<file path="config.mk">
export PLATFORM = sky130hd
export DESIGN_NAME = cascaded_pt_lowpass_filter_top
export DESIGN_NICKNAME = d
export VERILOG_FILES = /design/src/hw/rtl/cptlp_pkg.sv /design/src/hw/rtl/cascaded_pt_lowpass_filter_top.sv /design/src/hw/rtl/cptlp_datapath.sv /design/src/hw/rtl/cptlp_seq.sv
export SDC_FILE = /design/constraint.sdc
export NUM_CORES = 2
export LEC_CHECK = 0
export ABC_AREA = 0
export BUFFER_PORTS_ARGS = -buffer_cell sky130_fd_sc_hd__buf_2
export CORE_MARGIN = 2
export CORE_UTILIZATION = 45
export DETAILED_ROUTE_END_ITERATION = 7
export MAX_ROUTING_LAYER = met4
export PLACE_DENSITY = 0.61
export SLEW_MARGIN = 0
export SYNTH_ARGS = -nofsm -noshare
export SYNTH_HDL_FRONTEND = slang
export SYNTH_SLANG_ARGS = --single-unit
</file>
<file path="constraint.sdc">
create_clock -name clk -period 11.2 [get_ports clk]
set_input_delay 2.24 -clock clk [delete_from_list [all_inputs] [get_ports clk]]
set_output_delay 2.24 -clock clk [all_outputs]
set_load 0.005 [all_outputs]
</file>
<file path="src/hw/rtl/cptlp_pkg.sv">
// ----------------------------------------------------------------------------
// cptlp_pkg: shared types and constants for the cascaded lowpass filter
// Fixed field widths, the default geometry, sequencer states and the control
// word that the sequencer hands to the datapath.
// ----------------------------------------------------------------------------
package cptlp_pkg;

  // Default geometry, handed to the top-level parameters
  localparam int DEF_SAMPLE_WIDTH  = 16;
  localparam int DEF_FRACTION_BITS = 16;
  localparam int DEF_MAX_STAGES    = 3;

  // Gain register: unsigned Q1.16, 1.0 is the largest useful value
  localparam int GAIN_W    = 17;
  localparam int GAIN_FRAC = 16;
  localparam logic [GAIN_W-1:0] GAIN_ONE = GAIN_W'(1) << GAIN_FRAC;

  // Order register and result width
  localparam int ORDER_W = 2;
  localparam int OUT_W   = 32;

  // Configuration register indexes
  localparam int CFG_INDEX_W = 1;
  localparam logic [CFG_INDEX_W-1:0] REG_GAIN  = 1'b0;
  localparam logic [CFG_INDEX_W-1:0] REG_ORDER = 1'b1;

  // Input action codes
  localparam logic ACT_FILTER = 1'b0;
  localparam logic ACT_CLEAR  = 1'b1;

  // Sequencer states
  typedef enum logic [1:0] {
    ST_IDLE,
    ST_MUL,
    ST_ACC,
    ST_DONE
  } cptlp_state_t;

  // Datapath control word
  typedef struct packed {
    logic load;   // capture a new sample into the feed register
    logic clear;  // zero every stage and the feed register
    logic mul;    // register gain * (feed - stage)
    logic acc;    // add the rounded step into the stage and the feed
  } cptlp_ctrl_t;

endpackage

</file>
<file path="src/hw/rtl/cascaded_pt_lowpass_filter_top.sv">
// ----------------------------------------------------------------------------
// cascaded_pt_lowpass_filter_top: cascaded first-order IIR lowpass filter
// Runs each sample through 1 to MAX_STAGES identical stages s += k*(x - s)
// with one shared multiplier and returns the last active stage in Q16.16.
// ----------------------------------------------------------------------------
// Usage:
//   Slave stream: s_tdata carries the signed sample, s_tuser the action
//   (0 filters the sample, 1 clears every stage). Master stream: m_tdata
//   carries the filtered value of the last active stage, low 32 bits.
//   Config channel: cfg_index 0 writes the gain (Q1.16, 65536 = 1.0, larger
//   values act as 1.0), cfg_index 1 writes the order. Write only when idle.
// Sequence:
//   A filter request walks each active stage in turn: a multiply state on
//   the shared multiplier, then a round and accumulate state; a done state
//   then hands the result to the output register, from which m_tvalid is
//   registered. A clear request goes straight to the done state and
//   returns zero.
// Reset: stages clear to zero, gain to 1.0, order to 1, no result pending.
// Stall: a result waits in the output register while the next request is
//   worked; the sequencer holds its finished result until that register
//   drains, and s_tready stays low until then.
// ----------------------------------------------------------------------------
module cascaded_pt_lowpass_filter_top
  import cptlp_pkg::*;
#(
  parameter int SAMPLE_WIDTH  = DEF_SAMPLE_WIDTH,
  parameter int FRACTION_BITS = DEF_FRACTION_BITS,
  parameter int MAX_STAGES    = DEF_MAX_STAGES
) (
  input  logic                                clk,
  input  logic                                rst,
  // Input stream
  input  logic                                s_tvalid,
  output logic                                s_tready,
  input  logic [((SAMPLE_WIDTH+7)/8)*8-1:0]   s_tdata,   // [SAMPLE_WIDTH-1:0] sample
  input  logic [0:0]                          s_tuser,   // [0] action
  // Output stream
  output logic                                m_tvalid,
  input  logic                                m_tready,
  output logic [OUT_W-1:0]                    m_tdata,   // [31:0] filtered
  // Configuration writes
  input  logic                                cfg_valid,
  output logic                                cfg_ready,
  input  logic [CFG_INDEX_W-1:0]              cfg_index,
  input  logic [GAIN_W-1:0]                   cfg_data
);

  localparam int IDX_W = (MAX_STAGES > 1) ? $clog2(MAX_STAGES) : 1;
  localparam int VAL_W = SAMPLE_WIDTH + FRACTION_BITS;

  logic [GAIN_W-1:0]              gain;
  logic [ORDER_W-1:0]             order;
  cptlp_ctrl_t                    ctrl;
  logic [IDX_W-1:0]               idx;
  logic signed [VAL_W-1:0]        feed;
  logic signed [63:0]             feed_wide;
  logic                           out_load;
  logic                           out_free;

  // Configuration registers; clamp the gain to 1.0 on write
  assign cfg_ready = 1'b1;

  always_ff @(posedge clk) begin
    if (rst) begin
      gain  <= GAIN_ONE;
      order <= ORDER_W'(1);
    end else if (cfg_valid && cfg_ready) begin
      case (cfg_index)
        REG_GAIN: begin
          gain <= (cfg_data > GAIN_ONE) ? GAIN_ONE : cfg_data;
        end
        REG_ORDER: begin
          order <= cfg_data[ORDER_W-1:0];
        end
        default: begin
          gain <= gain;
        end
      endcase
    end
  end

  // Sequencer
  assign out_free = !m_tvalid || m_tready;

  cptlp_seq #(
    .MAX_STAGES (MAX_STAGES),
    .IDX_W      (IDX_W)
  ) u_seq (
    .clk       (clk),
    .rst       (rst),
    .in_valid  (s_tvalid),
    .in_action (s_tuser[0]),
    .order     (order),
    .out_free  (out_free),
    .in_ready  (s_tready),
    .out_load  (out_load),
    .ctrl      (ctrl),
    .idx       (idx)
  );

  // Stage registers and shared arithmetic
  cptlp_datapath #(
    .SAMPLE_WIDTH  (SAMPLE_WIDTH),
    .FRACTION_BITS (FRACTION_BITS),
    .MAX_STAGES    (MAX_STAGES),
    .IDX_W         (IDX_W),
    .VAL_W         (VAL_W)
  ) u_datapath (
    .clk    (clk),
    .rst    (rst),
    .ctrl   (ctrl),
    .idx    (idx),
    .sample (signed'(s_tdata[SAMPLE_WIDTH-1:0])),
    .gain   (gain),
    .feed   (feed)
  );

  // Output register: sign-extend or truncate the stage value to 32 bits
  assign feed_wide = 64'(feed);

  always_ff @(posedge clk) begin
    if (rst) begin
      m_tvalid <= 1'b0;
    end else if (out_load) begin
      m_tvalid <= 1'b1;
    end else if (m_tready) begin
      m_tvalid <= 1'b0;
    end
  end

  always_ff @(posedge clk) begin
    if (out_load) begin
      m_tdata <= feed_wide[OUT_W-1:0];
    end
  end

  // Checks
  a_no_overwrite: assert property (@(posedge clk) disable iff (rst)
    out_load |-> (!m_tvalid || m_tready))
    else $error("result loaded over a pending result");

  a_filter_busy: assert property (@(posedge clk) disable iff (rst)
    (s_tvalid && s_tready && (s_tuser[0] == ACT_FILTER)) |=> !s_tready ##1 !s_tready)
    else $error("filter request accepted before stage walk ended");

  a_clear_zero: assert property (@(posedge clk) disable iff (rst)
    (s_tvalid && s_tready && (s_tuser[0] == ACT_CLEAR)) |=> (feed == '0))
    else $error("clear request left a nonzero result");

endmodule

</file>
<file path="src/hw/rtl/cptlp_datapath.sv">
// ----------------------------------------------------------------------------
// cptlp_datapath: stage registers and the shared multiply-round-add unit
// One multiplier serves every stage in turn: a multiply cycle registers
// gain * (feed - stage), an accumulate cycle rounds it and updates the stage and the feed.
// ----------------------------------------------------------------------------
module cptlp_datapath
  import cptlp_pkg::*;
#(
  parameter int SAMPLE_WIDTH  = DEF_SAMPLE_WIDTH,
  parameter int FRACTION_BITS = DEF_FRACTION_BITS,
  parameter int MAX_STAGES    = DEF_MAX_STAGES,
  parameter int IDX_W         = (MAX_STAGES > 1) ? $clog2(MAX_STAGES) : 1,
  parameter int VAL_W         = SAMPLE_WIDTH + FRACTION_BITS
) (
  input  logic                           clk,
  input  logic                           rst,
  input  cptlp_ctrl_t                    ctrl,
  input  logic [IDX_W-1:0]               idx,
  input  logic signed [SAMPLE_WIDTH-1:0] sample,
  input  logic [GAIN_W-1:0]              gain,
  output logic signed [VAL_W-1:0]        feed
);

  localparam int DIFF_W = VAL_W + 1;
  localparam int PROD_W = DIFF_W + GAIN_W + 1;
  localparam logic [PROD_W-1:0] ROUND_HALF = PROD_W'(1) << (GAIN_FRAC - 1);

  logic signed [VAL_W-1:0]  stage_values [MAX_STAGES];
  logic signed [VAL_W-1:0]  cur;
  logic signed [DIFF_W-1:0] diff;
  logic signed [GAIN_W:0]   gain_s;
  logic signed [PROD_W-1:0] prod;
  logic [PROD_W-1:0]        rounded;
  logic [VAL_W-1:0]         step;
  logic signed [VAL_W-1:0]  updated;

  // Select the stage under work
  assign cur    = stage_values[idx];
  assign diff   = {feed[VAL_W-1], feed} - {cur[VAL_W-1], cur};
  assign gain_s = {1'b0, gain};

  // Round to nearest, ties upward, then drop the Q1.16 gain fraction
  assign rounded = prod + ROUND_HALF;
  assign step    = rounded[GAIN_FRAC +: VAL_W];
  assign updated = cur + step;

  // Register the product
  always_ff @(posedge clk) begin
    if (ctrl.mul) begin
      prod <= diff * gain_s;
    end
  end

  // Feed register: new sample, or the stage just updated
  always_ff @(posedge clk) begin
    if (rst || ctrl.clear) begin
      feed <= '0;
    end else if (ctrl.load) begin
      feed <= {sample, {FRACTION_BITS{1'b0}}};
    end else if (ctrl.acc) begin
      feed <= updated;
    end
  end

  // Stage registers
  always_ff @(posedge clk) begin
    if (rst || ctrl.clear) begin
      for (int i = 0; i < MAX_STAGES; i++) begin
        stage_values[i] <= '0;
      end
    end else if (ctrl.acc) begin
      stage_values[idx] <= updated;
    end
  end

endmodule

</file>
<file path="src/hw/rtl/cptlp_seq.sv">
// ----------------------------------------------------------------------------
// cptlp_seq: sequencer for the cascaded lowpass filter
// Walks the active stages through a multiply and an accumulate state each,
// then waits for the output register to take the result.
// ----------------------------------------------------------------------------
module cptlp_seq
  import cptlp_pkg::*;
#(
  parameter int MAX_STAGES = DEF_MAX_STAGES,
  parameter int IDX_W      = (MAX_STAGES > 1) ? $clog2(MAX_STAGES) : 1
) (
  input  logic               clk,
  input  logic               rst,
  input  logic               in_valid,
  input  logic               in_action,
  input  logic [ORDER_W-1:0] order,
  input  logic               out_free,
  output logic               in_ready,
  output logic               out_load,
  output cptlp_ctrl_t        ctrl,
  output logic [IDX_W-1:0]   idx
);

  cptlp_state_t     state, state_next;
  logic [IDX_W-1:0] idx_next;
  logic [IDX_W-1:0] last;

  // Last active stage, with order zero and oversize orders clamped
  always_comb begin
    if (order == '0) begin
      last = '0;
    end else if (32'(order) > MAX_STAGES) begin
      last = IDX_W'(MAX_STAGES - 1);
    end else begin
      last = IDX_W'(order - 1'b1);
    end
  end

  // Next state and stage index
  always_comb begin
    state_next = state;
    idx_next   = idx;
    case (state)
      ST_IDLE: begin
        idx_next = '0;
        if (in_valid) begin
          state_next = (in_action == ACT_CLEAR) ? ST_DONE : ST_MUL;
        end
      end
      ST_MUL: begin
        state_next = ST_ACC;
      end
      ST_ACC: begin
        if (idx == last) begin
          state_next = ST_DONE;
        end else begin
          idx_next   = idx + 1'b1;
          state_next = ST_MUL;
        end
      end
      ST_DONE: begin
        if (out_free) begin
          state_next = ST_IDLE;
        end
      end
      default: begin
        state_next = ST_IDLE;
      end
    endcase
  end

  // Outputs per state
  always_comb begin
    in_ready = 1'b0;
    out_load = 1'b0;
    ctrl     = '0;
    case (state)
      ST_IDLE: begin
        in_ready = 1'b1;
        if (in_valid) begin
          ctrl.clear = (in_action == ACT_CLEAR);
          ctrl.load  = (in_action == ACT_FILTER);
        end
      end
      ST_MUL: begin
        ctrl.mul = 1'b1;
      end
      ST_ACC: begin
        ctrl.acc = 1'b1;
      end
      ST_DONE: begin
        out_load = out_free;
      end
      default: begin
        ctrl = '0;
      end
    endcase
  end

  // State registers
  always_ff @(posedge clk) begin
    if (rst) begin
      state <= ST_IDLE;
      idx   <= '0;
    end else begin
      state <= state_next;
      idx   <= idx_next;
    end
  end

endmodule
</file>
==> results.tsv <==
metric	value	unit
die_w	273	um
cts.clk_slew.worst_paths	0.07	ns
relSlewSlack	24.6	%
via_per_inst	5.27	
worstReg2RegEnd	u_datapath.prod[47]$_DFFE_PP_	
min_from	u_datapath.feed[0]$_SDFFE_PP0P_	
seq_area_frac_synth	21.4	%
layout_commonest_cell	inv_1	
skew	0.0171	ns
cts_tree	yes	
hold_buffers	0	
reg2regPathDepth	33	
synth_nets	4149	
io_pins	75	
dpl_cell_area	0.0340	mm^2
hold_path.class	register to register	
cts_setup_buffers	0	
ys_warn_count	0	
drc	0	
finalWirelength	86500	um
synth_top_family_by_area	adder cells	
drive_gt1_share	7.48	%
vias	23119	
grt_max_degree	49	
worstPathRequired	11.50	ns
met1_usage	34.6	%
yosys.area_share.simple	15.8	%
stdcell_count	4385	
synth_edf_count	193	
cp_common_cell	inv_1	
tightest_slew	1.13	ns
setup_violations	0	
overflow	0	
hold_end	u_datapath.feed[0]$_SDFFE_PP0P_	
synthMuxAreaShare	2.80	%
synthAdderAreaFrac	38.6	%
first_pass_iters	5	
yosys_most_used_dff	edfxtp_1	
fin_crit_sh	93.3	%
die_h	273	um
ff2ff_setup_slack	0.75	ns
antenna_found_initial	1	
grt_pass1_wl	137000	um
nNetsFinal	4148	
maxCapViolCount	0	
dp_cells	4336	
grt_pass1_vias	23704	
area_growth	7.08	%
track_usage	24.6	%
layout_common_cells	703 x inv_1, 516 x fa_1, 350 x nand2_1, 259 x and2_1, 200 x nor2_1	
post_cts_resized	0	
num_rows	98	
first_iter_violations	1803	
cp_slowest_stage_delay	0.63	ns
ys_types	91	
syn_inst	3415	
synth_xor_area_share	3.48	%
root_buffer	clkbuf_16	
crit_path_end_kind	register	
grtUsageMet2	38.6	%
max_freq	95.7	MHz
synth.cell_area	0.0326	mm^2
dp_hpwl	63300	um
power	9.57	mW
min_path_cells	2	
clockBufferDepth	3	
ir_drop	0.181	mV
leakagePower	16.1	nW
fin_tns_setup	0	ns
cts_made_buffers	26	
die-area	0.0745	mm^2
min_period	10.45	ns
cts_sinks	251	
crit_path_max_fanout	26	
core_area	0.0716	mm^2
port_buffers	73	
arrival	10.75	ns
ctsHtreeMaxLevel	1	
grt.busiest_layer	met2	
wire_per_inst	19.7	um
grt_use_met3	2.63	%
synth_async_sr_flop_share	0	%
synth_seq_cells	251	
synth_compound_area_share	7.88	%
hold_violations	0	
p_per_area	274	mW/mm^2
final_util	48.7	%
cp-start-kind	register	
worst_path_max_delay_cell	mux4_2	
worstSkewPairLatency	0.55	ns
final_area	0.0349	mm^2
slew_viol_final	0	
rsz0062_at_grt	no	
syn_area_per_cell	9.54	um^2
outcome	complete, no violations	
ant_nets	0	
gp_congestion	0.863	
path_class	register to register	
initial_utilization	45.5	%
Yosys cell counts, drive strengths merged (3+ instances only):
master	count	share of area, %
inv	704	8.1
fa	516	32
nand2	354	4.1
and2	259	5.0
nor2	200	2.3
edfxtp	193	18
ha	178	6.8
clkbuf	147	1.7
a21oi	107	1.7
xnor2	85	2.3
nand3	73	1.1
dfxtp	58	3.6
nor2b	58	1.1
o21ai	51	0.83
a21o	46	1.1
xor2	40	1.1
nand2b	35	0.67
mux4	32	2.2
a22oi	28	0.65
o211ai	25	0.59
and3	24	0.46
buf	18	0.32
o21a	16	0.37
nor3	13	0.20
o21bai	13	0.30
nand4	11	0.21
a211oi	10	0.23
o22ai	10	0.19
mux2	9	0.31
mux2i	9	0.28
nor4	9	0.17
a31oi	7	0.13
a21boi	6	0.15
a311oi	6	0.16
a2111oi	5	0.21
a221oi	5	0.15
a31o	5	0.13
nor3b	4	0.092
o31a	4	0.11
o31ai	4	0.13
a211o	3	0.081
a41oi	3	0.10
and4	3	0.081
nor4b	3	0.13
worst max path at each step:
stage,startpoint,endpoint,slack [ns],cells after the start
after floorplan,register,u_datapath.prod[47]$_DFFE_PP_,1.46,34
after global placement,register,u_datapath.prod[47]$_DFFE_PP_,0.89,33
after detailed placement,register,u_datapath.prod[47]$_DFFE_PP_,0.80,33
after CTS,register,u_datapath.prod[47]$_DFFE_PP_,0.81,33
after global routing,register,u_datapath.prod[47]$_DFFE_PP_,0.07,33
final,register,u_datapath.prod[47]$_DFFE_PP_,0.75,33
where the power goes:
| part | switching [mW] | total (mW) | leakage [nW] | internal, mW |
|---|---|---|---|---|
| clock | 0.384 | 0.902 | 0.443 | 0.518 |
| combinational | 4.43 | 7.17 | 13.3 | 2.74 |
| sequential | 0.108 | 1.50 | 2.37 | 1.39 |
| total | 4.92 | 9.57 | 16.1 | 4.65 |
through the flow:
stage,hold WS (ns),worst slack [ns]
final,0.491,0.746
after CTS,0.492,0.811
after global placement,0.465,0.893
after floorplan,0.430,1.46
after global routing,0.520,0.0707
after detailed placement,0.477,0.798
metal layers:
| layer | vias up | part of all wire (%) |
|---|---|---|
| met5 | - | 0 |
| met3 | 91 | 6.3 |
| met1 | 11675 | 46 |
| met2 | 712 | 46 |
| met4 | 0 | 2.1 |
| li1 | 10641 | - |
cell families after synthesis:
| group | count (synthesis) |
|---|---|
| compound gates | 371 |
| simple gates | 1053 |
| other cells | 1 |
| flops | 251 |
| fa+ha+maj | 694 |
| buf+inv | 869 |
| xor+xnor | 126 |
| mux | 50 |
sequential cells by signal (all words and copies together), names as in the netlist, named ones only:
name and flops:
u_seq.state 2, u_datapath.stage_values 128, u_datapath.prod 33, order 2, u_seq.idx 2, gain 17, m_tvalid 1, u_datapath.feed 32
m_tdata 32
critical path: cells and delay by family, from the launching register on:
kind | cells | cell delay, ns
adders and majority gates | 8 | 3.75
AOI/OAI and AO/OA | 9 | 2.31
buffers and inverters | 8 | 1.42
and+or+nand+nor | 5 | 1.08
muxes | 1 | 0.63
xor gates and xnor gates | 2 | 0.50
DFF | 1 | 0.46
layout make-up:
cell class              instances  area [um^2]
clock inverters                13          120
multi-input cells            2295        22300
repair buffers                136          838
diodes                          1         2.50
inverters                     704         2640
flip-flops and latches        251         6960
fillers                      6762        36700
well taps                     950         1190
clock buffers                  35          778
No activity file was read; power rests on OpenSTA's default activity.
